## src/hdl/isl_pkg.sv

```systemverilog
// Shared types and constants for the indexed shift list.
// Item structs, action and status codes, and controller command signals.
// No dependencies.
package isl_pkg;

	// Store geometry
	localparam int DEPTH     = 16;
	localparam int WORD_BITS = 64;
	localparam int IDX_BITS  = (DEPTH > 1) ? $clog2(DEPTH) : 1;
	localparam int CNT_BITS  = $clog2(DEPTH + 1);

	// Fixed field widths of the item structs
	localparam int ACT_BITS  = 3;
	localparam int POS_BITS  = 4;
	localparam int DATA_BITS = 64;
	localparam int STAT_BITS = 2;
	localparam int OCNT_BITS = 5;

	// Width used to compare positions against the live count
	localparam int CMP_BITS  = (CNT_BITS > POS_BITS) ? CNT_BITS : POS_BITS;

	typedef enum logic [ACT_BITS-1:0] {
		ACT_APPEND    = 3'd0,
		ACT_INSERT    = 3'd1,
		ACT_ERASE     = 3'd2,
		ACT_OVERWRITE = 3'd3,
		ACT_READ      = 3'd4,
		ACT_CLEAR     = 3'd5
	} action_t;

	typedef enum logic [STAT_BITS-1:0] {
		ST_OK    = 2'd0,
		ST_RANGE = 2'd1,
		ST_FULL  = 2'd2
	} status_t;

	typedef struct packed {
		logic [ACT_BITS-1:0]  action;
		logic [POS_BITS-1:0]  position;
		logic [DATA_BITS-1:0] word_in;
	} in_item_t;

	typedef struct packed {
		logic [DATA_BITS-1:0] word_out;
		logic [STAT_BITS-1:0] status;
		logic [OCNT_BITS-1:0] count;
		logic                 is_empty;
	} out_item_t;

	typedef enum logic {
		S_IDLE = 1'b0,
		S_EXEC = 1'b1
	} state_t;

	// Controller commands to the datapath
	typedef struct packed {
		logic capture;
		logic exec;
	} ctl_cmd_t;

endpackage

```

## src/hdl/isl_ctrl.sv

```systemverilog
// Controller for the indexed shift list: idle/execute state machine.
// Issues capture and execute commands to the datapath and drives busy and done.
// Depends on isl_pkg.
module isl_ctrl import isl_pkg::*; (
	input  logic     clk,
	input  logic     arst_n,
	input  logic     start,
	output logic     busy,
	output logic     done,
	output ctl_cmd_t cmd_o
);

	state_t state_q;
	state_t state_nx;
	logic   done_q;

	// Next state
	always_comb begin
		state_nx = state_q;
		unique case (state_q)
			S_IDLE: begin
				if (start) begin
					state_nx = S_EXEC;
				end
			end
			S_EXEC: begin
				state_nx = S_IDLE;
			end
			default: begin
				state_nx = S_IDLE;
			end
		endcase
	end

	// Outputs
	always_comb begin
		cmd_o.capture = 1'b0;
		cmd_o.exec    = 1'b0;
		busy          = 1'b0;
		unique case (state_q)
			S_IDLE: begin
				cmd_o.capture = start;
			end
			S_EXEC: begin
				cmd_o.exec = 1'b1;
				busy       = 1'b1;
			end
			default: begin
				busy = 1'b0;
			end
		endcase
	end

	// State and result strobe
	always_ff @(posedge clk or negedge arst_n) begin
		if (!arst_n) begin
			state_q <= S_IDLE;
			done_q  <= 1'b0;
		end else begin
			state_q <= state_nx;
			done_q  <= cmd_o.exec;
		end
	end

	assign done = done_q;

endmodule

```

## src/hdl/isl_dpath.sv

```systemverilog
// Datapath for the indexed shift list: row of word cells, live count, result register.
// Each cell takes its own word, a neighbor's word or the new word on each execute command.
// Depends on isl_pkg.
module isl_dpath import isl_pkg::*; (
	input  logic      clk,
	input  logic      arst_n,
	input  ctl_cmd_t  cmd_i,
	input  in_item_t  item,
	output out_item_t rsp
);

	typedef enum logic [1:0] {
		LN_HOLD = 2'd0,
		LN_NEW  = 2'd1,
		LN_UP   = 2'd2,
		LN_DOWN = 2'd3
	} lane_sel_t;

	in_item_t             item_q;
	logic [WORD_BITS-1:0] cells_q [DEPTH];
	logic [WORD_BITS-1:0] below_w [DEPTH];
	logic [WORD_BITS-1:0] above_w [DEPTH];
	logic [CNT_BITS-1:0]  count_q;
	logic [CNT_BITS-1:0]  count_nx;
	out_item_t            rsp_q;
	lane_sel_t            sel [DEPTH];
	status_t              st;
	logic [WORD_BITS-1:0] rd_word;
	logic [WORD_BITS-1:0] new_word;
	logic [CMP_BITS-1:0]  pos_c;
	logic [CMP_BITS-1:0]  cnt_c;
	logic [IDX_BITS-1:0]  rd_idx;
	logic                 full;

	// Neighbor words for shifting up and down
	for (genvar g = 0; g < DEPTH; g++) begin : g_lane
		if (g == 0) begin : g_first
			assign below_w[g] = '0;
		end else begin : g_rest
			assign below_w[g] = cells_q[g-1];
		end
		if (g == DEPTH - 1) begin : g_last
			assign above_w[g] = '0;
		end else begin : g_inner
			assign above_w[g] = cells_q[g+1];
		end
	end

	assign pos_c    = CMP_BITS'(item_q.position);
	assign cnt_c    = CMP_BITS'(count_q);
	assign rd_idx   = pos_c[IDX_BITS-1:0];
	assign full     = (count_q == CNT_BITS'(DEPTH));
	assign new_word = item_q.word_in[WORD_BITS-1:0];

	// Decode the action into lane selects, status and the next count
	always_comb begin
		st       = ST_OK;
		count_nx = count_q;
		rd_word  = '0;
		for (int i = 0; i < DEPTH; i++) begin
			sel[i] = LN_HOLD;
		end
		unique case (item_q.action)
			ACT_APPEND: begin
				if (full) begin
					st = ST_FULL;
				end else begin
					for (int i = 0; i < DEPTH; i++) begin
						if (CMP_BITS'(i) == cnt_c) begin
							sel[i] = LN_NEW;
						end
					end
					count_nx = count_q + 1'b1;
				end
			end
			ACT_INSERT: begin
				if (pos_c > cnt_c) begin
					st = ST_RANGE;
				end else if (full) begin
					st = ST_FULL;
				end else begin
					for (int i = 0; i < DEPTH; i++) begin
						if (CMP_BITS'(i) == pos_c) begin
							sel[i] = LN_NEW;
						end else if (CMP_BITS'(i) > pos_c && CMP_BITS'(i) <= cnt_c) begin
							sel[i] = LN_UP;
						end
					end
					count_nx = count_q + 1'b1;
				end
			end
			ACT_ERASE: begin
				if (pos_c >= cnt_c) begin
					st = ST_RANGE;
				end else begin
					for (int i = 0; i < DEPTH; i++) begin
						if (CMP_BITS'(i) >= pos_c && CMP_BITS'(i) + 1'b1 < cnt_c) begin
							sel[i] = LN_DOWN;
						end
					end
					count_nx = count_q - 1'b1;
				end
			end
			ACT_OVERWRITE: begin
				if (pos_c >= cnt_c) begin
					st = ST_RANGE;
				end else begin
					for (int i = 0; i < DEPTH; i++) begin
						if (CMP_BITS'(i) == pos_c) begin
							sel[i] = LN_NEW;
						end
					end
				end
			end
			ACT_READ: begin
				if (pos_c >= cnt_c) begin
					st = ST_RANGE;
				end else begin
					rd_word = cells_q[rd_idx];
				end
			end
			ACT_CLEAR: begin
				count_nx = '0;
			end
			default: begin
				st = ST_OK;
			end
		endcase
	end

	// Capture the accepted item
	always_ff @(posedge clk) begin
		if (cmd_i.capture) begin
			item_q <= item;
		end
	end

	// Shift, write or hold each cell
	always_ff @(posedge clk) begin
		if (cmd_i.exec) begin
			for (int i = 0; i < DEPTH; i++) begin
				unique case (sel[i])
					LN_NEW:  cells_q[i] <= new_word;
					LN_UP:   cells_q[i] <= below_w[i];
					LN_DOWN: cells_q[i] <= above_w[i];
					default: cells_q[i] <= cells_q[i];
				endcase
			end
		end
	end

	// Advance the live count
	always_ff @(posedge clk or negedge arst_n) begin
		if (!arst_n) begin
			count_q <= '0;
		end else if (cmd_i.exec) begin
			count_q <= count_nx;
		end
	end

	// Load the result
	always_ff @(posedge clk) begin
		if (cmd_i.exec) begin
			rsp_q.word_out <= DATA_BITS'(rd_word);
			rsp_q.status   <= st;
			rsp_q.count    <= OCNT_BITS'(count_nx);
			rsp_q.is_empty <= (count_nx == '0);
		end
	end

	assign rsp = rsp_q;

endmodule

```

## src/hdl/indexed_shift_list.sv

```systemverilog
// Indexed shift list: an ordered list of up to DEPTH words with append, insert,
// erase, overwrite, read and clear. Each item has a capture step, in which the
// command is registered, then an execute step, in which the cell row shifts or
// writes and the result register loads. busy is high during the execute cycle;
// start is taken when busy is low. The result appears one cycle after the
// execute cycle, marked by a single-cycle done strobe, and must be taken then
// since it is not held. Depends on isl_pkg, isl_ctrl and isl_dpath.
module indexed_shift_list import isl_pkg::*; (
	input  logic      clk,
	input  logic      arst_n,
	input  logic      start,
	output logic      busy,
	input  in_item_t  cmd,
	output logic      done,
	output out_item_t rsp
);

	ctl_cmd_t ctl;

	isl_ctrl u_ctrl (
		.clk    (clk),
		.arst_n (arst_n),
		.start  (start),
		.busy   (busy),
		.done   (done),
		.cmd_o  (ctl)
	);

	isl_dpath u_dpath (
		.clk    (clk),
		.arst_n (arst_n),
		.cmd_i  (ctl),
		.item   (cmd),
		.rsp    (rsp)
	);

endmodule

```

## config.mk

```make
export PLATFORM = sky130hd
export DESIGN_NAME = indexed_shift_list
export DESIGN_NICKNAME = d
export VERILOG_FILES = /design/src/hdl/isl_pkg.sv /design/src/hdl/isl_ctrl.sv /design/src/hdl/isl_dpath.sv /design/src/hdl/indexed_shift_list.sv
export SDC_FILE = /design/constraint.sdc
export NUM_CORES = 2
export LEC_CHECK = 0
export BUFFER_PORTS_ARGS = -buffer_cell sky130_fd_sc_hd__buf_2
export CORE_MARGIN = 3
export CORE_UTILIZATION = 46
export DETAILED_ROUTE_END_ITERATION = 10
export PLACE_DENSITY = 0.7
export REMOVE_ABC_BUFFERS = 1
export SLEW_MARGIN = 20
export SYNTH_ARGS = -nofsm -noshare
export SYNTH_HDL_FRONTEND = slang
export SYNTH_SLANG_ARGS = --single-unit
```

## constraint.sdc

```tcl
create_clock -name clk -period 15.4 [get_ports clk]
set_clock_uncertainty 0.05 [all_clocks]
set_input_delay 2.31 -clock clk [delete_from_list [all_inputs] [get_ports clk]]
set_output_delay 2.31 -clock clk [all_outputs]
set_load 0.1 [all_outputs]
```

==> impl_metrics.env <==
export IMPL_cts_hold_buf=0
export IMPL_place_hpwl_um=118200
export IMPL_timing_rr_start="u_dpath.cnt_c[2]"
export IMPL_cts_root_buf="clkbuf_16"
export IMPL_status="finished, final reports clean"
export IMPL_die_y_um=382.3
export IMPL_hold_viol_final=0
export IMPL_cts_resized_gates=0
export IMPL_netlist_top_cells_count="edfxtp_1 (1,167), nand2_1 (1,124), nor2_1 (609)"
export IMPL_grt_ovfl_total=0
export IMPL_min_path_type="flop to flop"
export IMPL_worst_path_buf_inv=2
export IMPL_rsz0062_at_grt="no"
export IMPL_irDropWorstVdd_mv=0.09077
export IMPL_critPathLaunchType="flop"
export IMPL_first_global_vias=46800
export IMPL_min_path_cells=1
export IMPL_htreeDepth=4
export IMPL_synth_seq_cells=1174
export IMPL_required_ns=15.73
export IMPL_syn_inst=5534
export IMPL_setup_ws_ns=9.463
export IMPL_fin_crit_sh_pct=38.55
export IMPL_synth_cell_types=80
export IMPL_p_leak_nw=23.56
export IMPL_synth_xor_area_share_pct=0.01345
export IMPL_async_flop_share_pct=0.5963
export IMPL_timing_rr_end="u_dpath.cells_q[13][27]"
export IMPL_crit_type="flop to flop"
export IMPL_timing_fmax_ghz=0.1684
export IMPL_cpPeakStageDelay_ns=0.96
export IMPL_nets=5469
export IMPL_place_area_mm2=0.06685
export IMPL_cts_sinks=1174
export IMPL_drtPass1Iterations=6
export IMPL_synth_flop_cell="edfxtp_1"
export IMPL_core_region_area_mm2=0.1400
export IMPL_yosysTopAreaCellShare_pct=53.81
export IMPL_crit_fanout=46
export IMPL_rows=137
export IMPL_gp_congestion=0.8675
export IMPL_rrSetupSlack_ns=9.46
export IMPL_setup_viol=0
export IMPL_cts_buffer_depth=3
export IMPL_synthMuxAreaShare_pct=19.30
export IMPL_cts_clk_slew_worst_paths_ns=0.06
export IMPL_crit_path_top_delay_cell="buf_4"
export IMPL_yosys_top_cells_area="edfxtp_1 (54%), mux4_2 (11%), nand2_1 (6.5%)"
export IMPL_synth_seq_area_share_pct=54.08
export IMPL_die_area_mm2=0.1461
export IMPL_clock_latency_ns=0.79
export IMPL_holdCritStartpoint="u_dpath.cells_q[14][14]"
export IMPL_syn_cell_area_mm2=0.06513
export IMPL_dieWidth_um=382.3
export IMPL_post_synth_top_area_cell="edfxtp_1"
export IMPL_synth_top_family_by_area="multiplexers"
export IMPL_cap_violations=0
export IMPL_powerDensity_mw_per_mm2=112.7
export IMPL_wl_per_cell_um=28.91
export IMPL_post_place_ws_ns=9.646
export IMPL_area_growth_pct=9.058
export IMPL_avgSynthCellArea_um2=11.77
export IMPL_antenna_found_initial=8
export IMPL_drc_errors=0
export IMPL_start_util_pct=46.51
export IMPL_finalCriticalPeriod_ns=5.937
export IMPL_synth_edff_count=1167
export IMPL_cts_buffers=132
export IMPL_critPathTopFamily="simple AND/OR/NAND/NOR gates"
export IMPL_yosysWarnings=0
export IMPL_worst_pin_slew_ns=1.268
export IMPL_hold_slack_ns=0.5417
export IMPL_grt_max_degree=132
export IMPL_synthAdderAreaFrac_pct=0.1729
export IMPL_portBuffers=147
export IMPL_yosysMostFrequentCell="edfxtp_1"
export IMPL_cp_end_kind="flop"
export IMPL_vias=49130
export IMPL_report_final_slew_viol_count=0
export IMPL_antenna_left=0
export IMPL_relSlewSlack_pct=15.47
export IMPL_grt_usage_pct=28.55
export IMPL_cts_setup_buffers=0
export IMPL_grt_pass1_wl_um=313600
export IMPL_crit_chain="inv_1 -> ha_1 -> and3b_4 -> nand3_1 -> nand3_2 -> nor4b_1 -> or3_4 -> nor2_1 -> nor2_4 -> buf_4"
export IMPL_synth_simple_area_share_pct=12.56
export IMPL_drt_first_iter_violations=7655
export IMPL_worstHoldEndpoint="u_dpath.cells_q[15][14]"
export IMPL_fin_tns_setup_ns=0
export IMPL_critical_path_arrival_ns=6.27
export IMPL_synth_compound_area_share_pct=9.878
export IMPL_reg2reg_depth=10
export IMPL_wl_um=212800
export IMPL_num_io_pins=148
export IMPL_drive_gt1_share_pct=17.53
export IMPL_cts_tree="built"
export IMPL_viasPerCell=6.672
export IMPL_finish_instance_area_mm2=0.07103
## per-stage QoR
step           total power [mW]  util [%]  cells
2_1_floorplan             4.625         -   5016
3_3_place_gp              4.910     47.73   7125
3_5_place_dp              4.932     47.73   7125
4_1_cts                   8.006     50.66   7354
5_1_grt                   8.229     50.71   7357
6_report                  8.003     50.72   7363
## worst max path at each step
stage | slack [ns] | cells past startpoint | from | endpoint
global route | 9.29 | 10 | u_dpath.cnt_c[2] | u_dpath.cells_q[13][27]
CTS | 9.60 | 10 | u_dpath.cnt_c[2] | u_dpath.cells_q[13][2]
finish | 9.46 | 10 | u_dpath.cnt_c[2] | u_dpath.cells_q[13][27]
detailed placement | 9.65 | 10 | u_dpath.rd_idx[2] | u_dpath.cells_q[13][17]
global placement | 9.74 | 10 | u_dpath.rd_idx[2] | u_dpath.cells_q[13][17]
floorplan | -5.88 | 9 | u_dpath.rd_idx[0] | u_dpath.cells_q[10][0]
## final cells by class
| class | instances | area, um2 |
|---|---|---|
| timing repair buffer | 236 | 1490 |
| multi-input combinational | 3833 | 27820 |
| clock buffer | 164 | 3551 |
| antenna | 6 | 15.01 |
| tap | 1876 | 2347 |
| inverter | 9 | 33.78 |
| fill | 11930 | 69020 |
| clock inverter | 65 | 549.3 |
| sequential | 1174 | 35220 |
## cell usage in the layout, fill, tap and decap left out, drive strengths merged, types with 12 or more instances in the layout
master / instances
mux2i: 320
a21oi: 166
nand4: 12
buf: 236
mux2: 192
clkbuf: 164
a31oi: 456
nand2b: 70
inv: 14
mux4: 320
nand3: 30
o21ai: 211
edfxtp: 1167
nor2b: 70
nand2: 1127
a22o: 65
nor3: 15
nor2: 611
clkinv: 48
o221a: 64
## flip-flops by register name, indices dropped and copies added (netlist names)
register,count
u_dpath.cells_q,1024
u_dpath.cnt_c,5
u_dpath.item_q,3
u_ctrl.state_q,1
u_ctrl.done,1
u_dpath.new_word,64
u_dpath.rd_idx,4
u_dpath.rsp,72
## report_power, final
part | switching [mW] | total (mW) | internal [mW]
clock | 1.33 | 3.11 | 1.78
sequential | 0.114 | 3.74 | 3.63
combinational | 0.769 | 1.15 | 0.384
total | 2.21 | 8.00 | 5.79
## kinds of logic after synthesis
kind of cell,after synthesis
xor+xnor,1
compound gates,1002
flops,1174
buf+inv,527
fa+ha+maj,9
mux,832
simple gates,1989
## layer usage
layer | track usage (%) | share of wire (%)
met5 | 0.2315 | 0.037
met4 | 10.99 | 3.9
met3 | 7.712 | 14
met2 | 43.49 | 45
met1 | 39.11 | 38
Note: power is estimated with default switching activity, not from simulation.
